`src/design/tvms_pkg.sv`:
```
// ----------------------------------------------------------------------------
// tvms_pkg
// types and constants shared by the melody sequencer modules
// ----------------------------------------------------------------------------
package tvms_pkg;

    localparam logic [2:0] REQ_TICK   = 3'd0;
    localparam logic [2:0] REQ_NOTE   = 3'd1;
    localparam logic [2:0] REQ_DEFINE = 3'd2;
    localparam logic [2:0] REQ_LOOP   = 3'd3;
    localparam logic [2:0] REQ_EFFECT = 3'd4;
    localparam logic [2:0] REQ_STOP   = 3'd5;

    localparam int QW = 18;
    localparam logic [QW-1:0] Q_MAX = '1;

    typedef enum logic [3:0] {
        ST_IDLE,
        ST_ERD,      // effect: read song slot
        ST_ENOTE,    // effect: slot data back, read note
        ST_EDIV,
        ST_EPER,     // effect: period divide
        ST_LRD,
        ST_LNOTE,
        ST_LDIV,
        ST_LPER,
        ST_OUT
    } state_t;

    typedef struct packed {
        logic        start;
        logic [19:0] dividend;
        logic [11:0] divisor;
    } div_req_t;

    typedef struct packed {
        logic        done;
        logic [19:0] quot;
    } div_rsp_t;

endpackage

```
`src/design/tvms_div.sv`:
```
// ----------------------------------------------------------------------------
// tvms_div
// shared restoring divider, one quotient bit per cycle
// ----------------------------------------------------------------------------
module tvms_div
(
    input  logic               clk,
    input  logic               rst_n,
    input  tvms_pkg::div_req_t req,
    output tvms_pkg::div_rsp_t rsp
);

    logic [19:0] quot_reg, quot_next;
    logic [11:0] rem_reg, rem_next;
    logic [11:0] dvs_reg, dvs_next;
    logic [4:0]  cnt_reg, cnt_next;
    logic        busy_reg, busy_next;
    logic        done_reg, done_next;
    logic [12:0] trial;

    always_comb
    begin
        quot_next = quot_reg;
        rem_next  = rem_reg;
        dvs_next  = dvs_reg;
        cnt_next  = cnt_reg;
        busy_next = busy_reg;
        done_next = 1'b0;
        trial     = {rem_reg, quot_reg[19]};
        if (req.start)
        begin
            quot_next = req.dividend;
            rem_next  = '0;
            dvs_next  = req.divisor;
            cnt_next  = 5'd19;
            busy_next = 1'b1;
        end
        else if (busy_reg)
        begin
            if (trial >= {1'b0, dvs_reg})
            begin
                rem_next  = 12'(trial - {1'b0, dvs_reg});
                quot_next = {quot_reg[18:0], 1'b1};
            end
            else
            begin
                rem_next  = trial[11:0];
                quot_next = {quot_reg[18:0], 1'b0};
            end
            cnt_next = cnt_reg - 5'd1;
            if (cnt_reg == '0)
            begin
                busy_next = 1'b0;
                done_next = 1'b1;
            end
        end
    end

    always_ff @(posedge clk or negedge rst_n)
    begin
        if (!rst_n)
        begin
            busy_reg <= 1'b0;
            done_reg <= 1'b0;
            cnt_reg  <= '0;
        end
        else
        begin
            busy_reg <= busy_next;
            done_reg <= done_next;
            cnt_reg  <= cnt_next;
        end
    end

    always_ff @(posedge clk)
    begin
        quot_reg <= quot_next;
        rem_reg  <= rem_next;
        dvs_reg  <= dvs_next;
    end

    assign rsp.done = done_reg;
    assign rsp.quot = quot_reg;

endmodule

```
`src/design/two_voice_melody_sequencer.sv`:
```
// ----------------------------------------------------------------------------
// two_voice_melody_sequencer
// buzzer sequencer with a looping song and a one-shot effect
// ----------------------------------------------------------------------------
// One request is handled at a time. Note writes, song definitions and play or
// stop commands go through the ST_OUT state, which sets the result register. In
// a tick each active voice reads its song slot and then its note from the note
// memory, then the shared bit-serial divider works out the note length and,
// when a tone starts, the period. A tone starts on one voice at most per tick.
// Divider time sets the rate. The result of a request is held in an output
// register until taken; the next request is taken once it is.
module two_voice_melody_sequencer #(
    parameter int NOTE_DEPTH = 256,
    parameter int SONG_SLOTS = 4,
    parameter int GAP_MS     = 20
)
(
    input  logic        clk,
    input  logic        rst_n,
    input  logic        in_valid,
    output logic        in_ready,
    input  logic [2:0]  req_type,
    input  logic [1:0]  song,
    input  logic [7:0]  note_addr,
    input  logic [11:0] note_freq,
    input  logic [4:0]  note_sixteenths,
    input  logic [7:0]  first_addr,
    input  logic [8:0]  note_count,
    input  logic [8:0]  bpm,
    output logic        out_valid,
    input  logic        out_ready,
    output logic        tone_enable,
    output logic [15:0] tone_period_us,
    output logic [14:0] tone_compare,
    output logic        loop_active,
    output logic        effect_active
);

    localparam int AW = (NOTE_DEPTH > 1) ? $clog2(NOTE_DEPTH) : 1;
    localparam int SW = (SONG_SLOTS > 1) ? $clog2(SONG_SLOTS) : 1;
    localparam logic [tvms_pkg::QW-1:0] GAP = tvms_pkg::QW'(GAP_MS);

    // memories
    logic [16:0] note_mem [NOTE_DEPTH];
    logic [25:0] slot_mem [SONG_SLOTS];
    logic [16:0] note_rd;
    logic [25:0] slot_rd;

    tvms_pkg::state_t state_reg, state_next;

    logic [2:0]  req_reg;
    logic [1:0]  song_reg;
    logic        loop_on_reg, loop_on_next;
    logic [SW-1:0] loop_slot_reg, loop_slot_next;
    logic [7:0]  loop_pos_reg, loop_pos_next;
    logic [17:0] loop_ms_reg, loop_ms_next;
    logic        eff_on_reg, eff_on_next;
    logic [SW-1:0] eff_slot_reg, eff_slot_next;
    logic [7:0]  eff_pos_reg, eff_pos_next;
    logic [17:0] eff_ms_reg, eff_ms_next;
    logic        run_reg, run_next;
    logic [15:0] period_reg, period_next;
    logic        ov_reg, ov_next;
    logic        div_go_reg, div_go_next;
    logic [16:0] note_reg, note_nxt;
    logic [25:0] slot_reg, slot_nxt;

    logic        rd_slot_en;
    logic [SW-1:0] rd_slot_addr;
    logic        rd_note_en;
    logic [AW-1:0] rd_note_addr;

    tvms_pkg::div_req_t dreq;
    tvms_pkg::div_rsp_t drsp;

    logic        take;
    logic        is_eff;
    logic [SW-1:0] cur_slot;
    logic [7:0]  cur_pos;
    logic [17:0] cur_ms;
    logic        audible;
    logic [11:0] freq;
    logic [17:0] q;
    logic [8:0]  cnt_eff;
    logic        ended;
    logic [7:0]  pos_n;
    logic [17:0] ms_n;
    logic        do_tone;
    logic        slot_ok;

    tvms_div u_div (.clk(clk), .rst_n(rst_n), .req(dreq), .rsp(drsp));

    assign take    = in_valid && in_ready;
    assign in_ready = (state_reg == tvms_pkg::ST_IDLE) && !ov_reg;
    assign slot_ok = 32'(song_reg) < SONG_SLOTS;

    always_ff @(posedge clk)
    begin
        if (take && req_type == tvms_pkg::REQ_NOTE)
            note_mem[AW'(note_addr)] <= {note_freq, note_sixteenths};
        if (take && req_type == tvms_pkg::REQ_DEFINE && 32'(song) < SONG_SLOTS)
            slot_mem[SW'(song)] <= {first_addr, note_count, bpm};
        if (rd_slot_en)
            slot_rd <= slot_mem[rd_slot_addr];
        if (rd_note_en)
            note_rd <= note_mem[rd_note_addr];
        if (take)
        begin
            req_reg  <= req_type;
            song_reg <= song;
        end
        note_reg <= note_nxt;
        slot_reg <= slot_nxt;
    end

    // voice under work
    always_comb
    begin
        is_eff   = (state_reg == tvms_pkg::ST_ERD) || (state_reg == tvms_pkg::ST_ENOTE)
                || (state_reg == tvms_pkg::ST_EDIV) || (state_reg == tvms_pkg::ST_EPER);
        cur_slot = is_eff ? eff_slot_reg : loop_slot_reg;
        cur_pos  = is_eff ? eff_pos_reg  : loop_pos_reg;
        cur_ms   = is_eff ? eff_ms_reg   : loop_ms_reg;
        audible  = is_eff ? 1'b1 : !eff_on_reg;
        freq     = note_reg[16:5];
        if (slot_reg[8:0] == '0)
            q = tvms_pkg::Q_MAX;
        else if (drsp.quot > 20'(tvms_pkg::Q_MAX))
            q = tvms_pkg::Q_MAX;
        else
            q = drsp.quot[17:0];
        if (slot_reg[17:9] == '0)
            cnt_eff = 9'd1;
        else if (slot_reg[17:9] > 9'd256)
            cnt_eff = 9'd256;
        else
            cnt_eff = slot_reg[17:9];
    end

    always_comb
    begin
        state_next = state_reg;
        case (state_reg)
            tvms_pkg::ST_IDLE:
                if (take)
                    state_next = (req_type == tvms_pkg::REQ_TICK)
                               ? tvms_pkg::ST_ERD : tvms_pkg::ST_OUT;
            tvms_pkg::ST_ERD:
                state_next = eff_on_reg ? tvms_pkg::ST_ENOTE : tvms_pkg::ST_LRD;
            tvms_pkg::ST_ENOTE:  state_next = tvms_pkg::ST_EDIV;
            tvms_pkg::ST_EDIV:
                if (drsp.done)
                    state_next = do_tone ? tvms_pkg::ST_EPER : tvms_pkg::ST_LRD;
            tvms_pkg::ST_EPER:
                if (drsp.done)
                    state_next = tvms_pkg::ST_LRD;
            tvms_pkg::ST_LRD:
                state_next = loop_on_reg ? tvms_pkg::ST_LNOTE : tvms_pkg::ST_OUT;
            tvms_pkg::ST_LNOTE:  state_next = tvms_pkg::ST_LDIV;
            tvms_pkg::ST_LDIV:
                if (drsp.done)
                    state_next = do_tone ? tvms_pkg::ST_LPER : tvms_pkg::ST_OUT;
            tvms_pkg::ST_LPER:
                if (drsp.done)
                    state_next = tvms_pkg::ST_OUT;
            tvms_pkg::ST_OUT:    state_next = tvms_pkg::ST_IDLE;
            default:             state_next = tvms_pkg::ST_IDLE;
        endcase
    end

    // tick step of one voice, evaluated when the note length is known
    always_comb
    begin
        do_tone = 1'b0;
        ended   = 1'b0;
        pos_n   = cur_pos;
        ms_n    = cur_ms + 18'd1;
        if (cur_ms == '0 && audible && freq != '0)
            do_tone = 1'b1;
        else if (audible && q >= GAP && cur_ms == q - GAP)
            do_tone = 1'b0;
        else if (cur_ms >= q)
        begin
            ms_n = '0;
            if ({1'b0, cur_pos} + 9'd1 >= cnt_eff)
            begin
                pos_n = '0;
                ended = 1'b1;
            end
            else
                pos_n = cur_pos + 8'd1;
        end
    end

    always_comb
    begin
        loop_on_next   = loop_on_reg;
        loop_slot_next = loop_slot_reg;
        loop_pos_next  = loop_pos_reg;
        loop_ms_next   = loop_ms_reg;
        eff_on_next    = eff_on_reg;
        eff_slot_next  = eff_slot_reg;
        eff_pos_next   = eff_pos_reg;
        eff_ms_next    = eff_ms_reg;
        run_next       = run_reg;
        period_next    = period_reg;
        ov_next        = ov_reg;
        div_go_next    = (state_reg == tvms_pkg::ST_ENOTE)
                      || (state_reg == tvms_pkg::ST_LNOTE);
        note_nxt       = note_reg;
        slot_nxt       = slot_reg;
        rd_slot_en     = 1'b0;
        rd_slot_addr   = cur_slot;
        rd_note_en     = 1'b0;
        rd_note_addr   = AW'({1'b0, slot_rd[25:18]} + {1'b0, cur_pos});
        dreq.start     = 1'b0;
        dreq.dividend  = 20'd15000 * 20'(note_rd[4:0]);
        dreq.divisor   = {3'd0, slot_reg[8:0]};
        if (out_valid && out_ready)
            ov_next = 1'b0;
        case (state_reg)
            tvms_pkg::ST_ERD, tvms_pkg::ST_LRD:
                rd_slot_en = 1'b1;
            tvms_pkg::ST_ENOTE, tvms_pkg::ST_LNOTE:
            begin
                slot_nxt   = slot_rd;
                rd_note_en = 1'b1;
                dreq.start = 1'b0;
            end
            tvms_pkg::ST_EDIV, tvms_pkg::ST_LDIV:
            begin
                // note data arrives in the cycle after the note read
                note_nxt   = note_rd;
                dreq.start = div_go_reg;
                if (drsp.done)
                begin
                    if (do_tone)
                    begin
                        dreq.start    = 1'b1;
                        dreq.dividend = 20'd1000000;
                        dreq.divisor  = freq;
                    end
                    else
                    begin
                        if (audible && q >= GAP && cur_ms == q - GAP)
                            run_next = 1'b0;
                        if (is_eff)
                        begin
                            eff_pos_next = pos_n;
                            eff_ms_next  = ms_n;
                            if (ended)
                            begin
                                eff_on_next  = 1'b0;
                                eff_pos_next = '0;
                                eff_ms_next  = '0;
                            end
                        end
                        else
                        begin
                            loop_pos_next = pos_n;
                            loop_ms_next  = ms_n;
                        end
                    end
                end
            end
            tvms_pkg::ST_EPER, tvms_pkg::ST_LPER:
                if (drsp.done)
                begin
                    run_next    = 1'b1;
                    period_next = (drsp.quot > 20'd65535) ? 16'hFFFF : drsp.quot[15:0];
                    if (is_eff)
                        eff_ms_next = eff_ms_reg + 18'd1;
                    else
                        loop_ms_next = loop_ms_reg + 18'd1;
                end
            tvms_pkg::ST_OUT:
            begin
                ov_next = 1'b1;
                case (req_reg)
                    tvms_pkg::REQ_LOOP:
                        if (slot_ok && !(loop_on_reg && loop_slot_reg == SW'(song_reg)))
                        begin
                            loop_on_next   = 1'b1;
                            loop_slot_next = SW'(song_reg);
                            loop_pos_next  = '0;
                            loop_ms_next   = '0;
                        end
                    tvms_pkg::REQ_EFFECT:
                        if (slot_ok)
                        begin
                            eff_on_next   = 1'b1;
                            eff_slot_next = SW'(song_reg);
                            eff_pos_next  = '0;
                            eff_ms_next   = '0;
                            run_next      = 1'b0;
                        end
                    tvms_pkg::REQ_STOP:
                    begin
                        loop_on_next  = 1'b0;
                        loop_pos_next = '0;
                        loop_ms_next  = '0;
                        run_next      = 1'b0;
                    end
                    default: ;
                endcase
            end
            default: ;
        endcase
    end

    always_ff @(posedge clk or negedge rst_n)
    begin
        if (!rst_n)
        begin
            state_reg     <= tvms_pkg::ST_IDLE;
            loop_on_reg   <= 1'b0;
            loop_slot_reg <= '0;
            loop_pos_reg  <= '0;
            loop_ms_reg   <= '0;
            eff_on_reg    <= 1'b0;
            eff_slot_reg  <= '0;
            eff_pos_reg   <= '0;
            eff_ms_reg    <= '0;
            run_reg       <= 1'b0;
            period_reg    <= '0;
            ov_reg        <= 1'b0;
            div_go_reg    <= 1'b0;
        end
        else
        begin
            state_reg     <= state_next;
            loop_on_reg   <= loop_on_next;
            loop_slot_reg <= loop_slot_next;
            loop_pos_reg  <= loop_pos_next;
            loop_ms_reg   <= loop_ms_next;
            eff_on_reg    <= eff_on_next;
            eff_slot_reg  <= eff_slot_next;
            eff_pos_reg   <= eff_pos_next;
            eff_ms_reg    <= eff_ms_next;
            run_reg       <= run_next;
            period_reg    <= period_next;
            ov_reg        <= ov_next;
            div_go_reg    <= div_go_next;
        end
    end

    assign out_valid      = ov_reg;
    assign tone_enable    = run_reg;
    assign tone_period_us = period_reg;
    assign tone_compare   = period_reg[15:1];
    assign loop_active    = loop_on_reg;
    assign effect_active  = eff_on_reg;

    a_one_item: assert property (@(posedge clk) disable iff (!rst_n)
        out_valid |-> !in_ready)
        else $error("request taken while a result waits");
    a_out_hold: assert property (@(posedge clk) disable iff (!rst_n)
        out_valid && !out_ready |=> out_valid && $stable(tone_period_us))
        else $error("result changed while stalled");
    a_idle_after: assert property (@(posedge clk) disable iff (!rst_n)
        state_reg == tvms_pkg::ST_OUT |=> out_valid)
        else $error("no result after request");

endmodule
```
`config.mk`:
```
export PLATFORM = sky130hd
export DESIGN_NAME = two_voice_melody_sequencer
export DESIGN_NICKNAME = d
export VERILOG_FILES = /design/src/design/tvms_pkg.sv /design/src/design/tvms_div.sv /design/src/design/two_voice_melody_sequencer.sv
export SDC_FILE = /design/constraint.sdc
export NUM_CORES = 2
export LEC_CHECK = 0
export BUFFER_PORTS_ARGS = -buffer_cell sky130_fd_sc_hd__clkbuf_2
export CAP_MARGIN = 20
export CORE_ASPECT_RATIO = 1.1
export CORE_MARGIN = 5
export CORE_UTILIZATION = 49
export CTS_CLUSTER_SIZE = 20
export DETAILED_ROUTE_END_ITERATION = 6
export GPL_TIMING_DRIVEN = 0
export PLACE_DENSITY_LB_ADDON = 0.15
export SLEW_MARGIN = 20
export SYNTH_ARGS = -nofsm -noshare
export SYNTH_HDL_FRONTEND = slang
export SYNTH_MEMORY_MAX_BITS = 65536
export SYNTH_SLANG_ARGS = --single-unit
```
`constraint.sdc`:
```
create_clock -name clk -period 4.4 [get_ports clk]
set_input_delay 0.44 -clock clk [delete_from_list [all_inputs] [get_ports clk]]
set_output_delay 0.44 -clock clk [all_outputs]
set_load 0.005 [all_outputs]
```
---- Word level (Yosys, flattened, before mapping) ----
Memories as Yosys holds them, arrays and structs flattened. A register that Yosys moved wholly into a read port is not among the register bits.
Index checks and enable logic that the tools add are counted.
Widths: inputs -> output; s select.
storage, ports and cells
  bits in latches ......................... 0
  memories ................................ 2
  bits in writable memories ............... 4,456
  ROM bits ................................ 0
  register bits ........................... 172
  output and inout bits ................... 36
  input port bits ......................... 60
memories
  name      words  width  read ports  clocked after Yosys merged registers in  write ports  RTL line                          RTL
  note_mem  256    17     1           1                                        1            two_voice_melody_sequencer.sv:44  logic [16:0] note_mem [NOTE_DEPTH];
  slot_mem  4      26     1           1                                        1            two_voice_melody_sequencer.sv:45  logic [25:0] slot_mem [SONG_SLOTS];
operators by class
  bitwise logic cells ..................... 1
  magnitude comparators ................... 7
  divide/modulo/power cells ............... 0
  shifts and indexed selects .............. 0
  $add $sub $neg .......................... 9
  reductions and logical operators ........ 45
  multiply operators ...................... 1
  equality and inequality tests ........... 35
  muxes and demuxes ....................... 98
operators by type and width
  kind                   number
  $mux 18                19
  $mux 8                 14
  $pmux 18 s3            2
  $mux 33                2
  $add 18x1->18 const B  3
  $pmux 8 s2             3
  $mux 20                2
  $pmux 18 s2            1
  $pmux 4 s9             1
  $mux 1                 35
  $mux 32                1
  $mux 4                 7
  $ne 2x2->1 const B     11
  $gt 20x16->1 const B   1
  $gt 20x18->1 const B   1
  $eq 18x18->1           1
  $ge 18x18->1           1
  $ge 18x5->1 const B    1
  $logic_not 18->1       1
  $logic_not 9->1        2
  $mux 9                 2
  $reduce_and 6->1       3
  $sub 18x5->18 const B  1
  $eq 4x3->1 const B     4
  other kinds (42)       77

---- Longest topological paths before layout ----
  word-level depth ........................ 16
  gate-level depth with buffers ........... 19
  mapped depth without buffers ............ 16

---- Cells and area by module ----
Synthesis repeated with hierarchy kept, for this count alone.
unflattened totals
  cell total of the unflattened synthesis .. 8,316
  area, all modules ....................... 183,857.6 um^2
by module, submodules not included
  module                      area an instance (um^2)  cells an instance  instances  seq. area each (um^2)
  two_voice_melody_sequencer  181,167.5                8,089              1          138,177.5
  tvms_div                    2,690.1                  227                1          1,376.3

---- Worst setup path before layout ----
Ideal clock, no wire load.
  path type ............................... register to register
  start point ............................. register state_reg[1]
  end point ............................... register note_rd[0], read port of note_mem, data pin
  stages on the path, launching flop included .. 17
  setup slack ............................. -0.406 ns
  arrival ................................. 4.519 ns
  cell sequence ........................... dfrtp_1 buf_6 o21a_4 nor3_4 mux2i_1 inv_1 ha_1 clkbuf_1 clkbuf_1 buf_2 buf_1 mux4_2 mux4_2 mux2i_1 mux2i_1 mux2i_1 mux2i_1
between the ends
  cells in the longest elaborated chain, start to end .. 6
  elaborated cells on any way between the ends .. 12
  those cells by class .................... add/sub: 1; eq/ne: 5; mux: 2; reduce/logical: 4
RTL lines
  item                                      RTL line                                                              RTL
  start, declared                           two_voice_melody_sequencer.sv:49                                      tvms_pkg::state_t state_reg, state_next;
  start signal, assigned                    two_voice_melody_sequencer.sv:315                                     state_reg <= tvms_pkg::ST_IDLE;
  start signal, assigned                    two_voice_melody_sequencer.sv:331                                     state_reg <= state_next;
  $eq 4x1->1 or $eq 4x2->1 (tied branches)  two_voice_melody_sequencer.sv:119, two_voice_melody_sequencer.sv:221
  $logic_or 1x1->1                          two_voice_melody_sequencer.sv:119                                     is_eff = (state_reg == tvms_pkg::ST_ERD) || (state_reg == tvms_pkg::ST_ENOTE)
  $logic_or 1x1->1 (2 in series)            two_voice_melody_sequencer.sv:120                                     || (state_reg == tvms_pkg::ST_EDIV) || (state_reg == tvms_pkg::ST_EPER);
  $mux 8                                    two_voice_melody_sequencer.sv:122                                     cur_pos = is_eff ? eff_pos_reg : loop_pos_reg;
  $add 8x8->8                               two_voice_melody_sequencer.sv:215                                     rd_note_addr = AW'({1'b0, slot_rd[25:18]} + {1'b0, cur_pos});
  end, declared                             two_voice_melody_sequencer.sv:46                                      logic [16:0] note_rd;
Parallel ways exist; a longest one is shown, timed or not.
A chain may end at the register's enable or synchronous reset.

---- Worst setup path after layout ----
  start point ............................. register state_reg[1]
  end point ............................... register note_rd[6], read port of note_mem, data pin
The elaborated chain is that of the path after synthesis.

==> flow_metrics.py <==
metrics = {
    "run_status": {
        "status": "finished, violations left",
        "failed_checks": "design-rule violations, negative setup slack",
    },
    "grt": {
        "grt_antenna_before_repair": 24,
        "track_usage": 0.2588,
        "grt_start_max_net_pins": 118,
        "first_global_vias": 92510,
        "grt_pass1_wl_um": 710600,
        "global_route.overflow_total": 0,
    },
    "critical_path": {
        "path_max_fanout": 10,
        "end_kind": "flop",
        "critical-path-slowest-cell": "fa_2",
        "critical_path.max_stage_delay_ns": 0.65,
        "critical_path.top_delay_family": "multiplexers",
        "worstPathCellList": "buf_6, nor3_4, nor3_4, buf_12, buf_6, mux2_4, inv_4, fa_2, bufbuf_16, clkbuf_8, buf_2, mux4_2, mux4_2, mux2i_1, mux2i_1, mux2i_1, mux2i_4",
        "startpoint_type": "flop",
        "critical_path_arrival_ns": 5.90,
        "worst_ep_required_time_ns": 5.08,
        "critPathKind": "reg -> reg",
        "most_frequent_cp_cell": "mux2i_1",
        "critPathBufInv": 7,
    },
    "cts": {
        "clock_latency_ns": 1.00,
        "numClockSinks": 4666,
        "cts_htree_levels": 5,
        "clockRootBuffer": "clkbuf_16",
        "numCtsBuffers": 459,
        "cts_buffer_depth": 4,
        "clk_pin_slew_worst_paths_ns": 0.06,
        "tritoncts": "yes",
    },
    "floorplanning": {
        "die_area_um2": 387900,
        "io-pin-count": 96,
        "core-area_um2": 375000,
        "die_w_um": 594.3,
        "die_height_um": 652.7,
        "core.rowCount": 236,
        "floorplan.initialDensity": 0.4907,
    },
    "sta": {
        "finalWorstPathRequiredPeriod_ns": 5.224,
        "timing.max_slew.rel_slack": 0.1003,
        "clock_skew_ns": 0.03925,
        "fin_ws_ns": -0.8237,
        "timing.final.setup_violations": 17,
        "setup-tns-final_ns": -12.49,
        "grt_setup_unrepaired": "true",
        "min_period_over_period": 1.187,
        "clock.fmax_ghz": 0.1914,
        "hold_viol_final": 0,
        "tightest_slew_ns": 1.346,
        "finalHoldWorstSlack_ns": 0.07410,
        "final_max_slew_viol_count": 0,
    },
    "power": {
        "power.density_nw_per_um2": 545.2,
        "p_leak_nw": 69.23,
        "vdd_ir_drop_max_mv": 0.5044,
        "totalPowerFinal_mw": 118.7,
    },
    "routing": {
        "route.detailed.wl_per_inst_um": 34.52,
        "detailroute.via_count": 91310,
        "via_per_inst": 6.219,
        "detail_route.first_pass.iterations": 7,
        "number_of_drc_violations_after_detailed_routing": 4,
        "finalWirelength_um": 506800,
        "first_iter_violations": 10880,
        "ant_nets": 0,
    },
    "place": {
        "hpwl_um": 339400,
        "dpl.cell_count": 13640,
        "numPortBuffers": 95,
        "global_placer_s_final_weighted_congestion": 0.8941,
    },
    "synth": {
        "netlist_instances": 8329,
        "synth-edff-count": 4566,
        "synthFlopType": "edfxtp_1",
        "ys_types": 85,
        "syn-cell-area_um2": 184000,
        "synth_async_sr_flop_share": 0.01886,
        "synth.avg_cell_area_um2": 22.09,
        "synth_seq_cells": 4666,
        "yosys_warnings": 0,
        "synth_seq_area_share": 0.7583,
        "synth_fp_nets": 8485,
    },
    "final_layout": {
        "largest_register": "note_mem",
        "layout.cells.most_common": "edfxtp_1",
        "biggestRegsByFlops": "note_mem x4352, slot_mem x104, slot_rd x26",
        "layout.core_utilization": 0.5804,
        "drive_gt1_frac": 0.3500,
        "largest_register_ffs": 4352,
        "final-seq-area_um2": 139600,
        "final_nets": 9438,
        "syn2layout_area_growth_pct": 18.27,
        "final-instance-count-excl-fill": 14680,
        "num-fill-cells": 26890,
        "multi_input_area_um2": 46120,
        "mostFrequentLayoutCells": "edfxtp_1 (4566), mux4_2 (1360), clkbuf_16 (488), nor2_4 (204), nand2_1 (195)",
    },
    "worst_hold_path": {
        "worstHoldPathType": "in -> reg",
    },
    "run": {
        "cap_viol_max_count": 0,
    },
}
## through the flow
| stage | setup WS, ns | cell area (um2) |
|---|---|---|
| 6_report | -0.8237 | 217600 |
| 5_1_grt | -0.8306 | 217600 |
| 4_1_cts | -0.8352 | 215700 |
| 3_5_place_dp | -3.901 | 196300 |
| 3_3_place_gp | -5.994 | 191000 |
| 2_1_floorplan | -0.004215 | 184300 |
## worst reg2reg max path, stage by stage (launching register included)
cell and delay (ns):
dfrtp_1 0.37, buf_6 0.13, nor3_4 0.23, nor3_4 0.08, buf_12 0.15, buf_6 0.11, mux2_4 0.24, inv_4 0.04
fa_2 0.65, bufbuf_16 0.32, clkbuf_8 0.28, buf_2 0.35, mux4_2 0.39, mux4_2 0.55, mux2i_1 0.40, mux2i_1 0.14
mux2i_1 0.29, mux2i_4 0.19
## cells in the mapped netlist (all sizes together), types with 56 or more instances
library cell / count / area, um2
edfxtp: 4566 / 137100
a21oi: 75 / 375.4
nand3: 56 / 280.3
inv: 76 / 285.3
mux2i: 284 / 2846
nand2: 205 / 777.0
buf: 137 / 639.3
mux4: 1360 / 30630
clkbuf: 323 / 1212
o21ai: 111 / 555.5
a31oi: 70 / 437.9
ha: 87 / 1089
nor2: 376 / 1419
dfrtp: 88 / 2202
## power by group
group	switching (mW)	internal, mW	total (mW)
combinational	17.1	12.5	29.5
sequential	0.582	49.7	50.2
clock	16.7	22.2	38.9
## cells by family (layout without fill, tap and decap cells)
family | Yosys count | after routing | share of synthesized area
other | 0 | 15 | 0
XOR/XNOR | 64 | 64 | 0.003046
AND/OR/NAND/NOR | 881 | 882 | 0.02219
flip-flops | 4666 | 4666 | 0.7583
multiplexers | 1666 | 1666 | 0.1833
buffers and inverters | 538 | 1877 | 0.01165
AO/OA/AOI/OAI | 418 | 418 | 0.01462
adder cells (fa/ha/maj) | 96 | 96 | 0.006894
## metal layers
layer	track usage	vias up	wire length, um
met2	0.4309	3951	253100
met5	0	-	47
met1	0.3409	49370	191900
met3	0.04567	840	37140
li1	-	37140	-
met4	0.1076	8	24630
## area by class of cell
class	count	share of cell area
antenna	15	0.0001725
buffer	453	0.01761
clock buffer	562	0.05548
clock inverter	286	0.01257
inverter	78	0.001374
multi-input combinational	3126	0.2119
sequential	4666	0.6412
tap	4998	0.02873
timing repair buffer	498	0.03091
## what timing repair did
item,4_1_cts,5_1_grt
cloned,6,3
gates resized for setup,791,278
endpoints found under the setup margin,4029,1583
buffers inserted,63,61
pin swaps,26,50
endpoints found under the hold margin,542,0
hold buffers,47,0
## path summary, 6_finish.rpt
kind                              start                 to  slack, ns  cells after the start
max                        state_reg[1]         note_rd[6]      -0.82                     17
min                        note_freq[9]   note_mem[93][14]       0.07                      1
max reg2reg                state_reg[1]         note_rd[6]      -0.82                     17
min reg2reg                  slot_rd[6]        slot_reg[6]       0.41                      0
max in group asynchronous         rst_n  tone_period_us[1]       3.49                      4
min in group asynchronous         rst_n    loop_ms_reg[15]       0.51                      4
(Power assumes the default switching activity.)
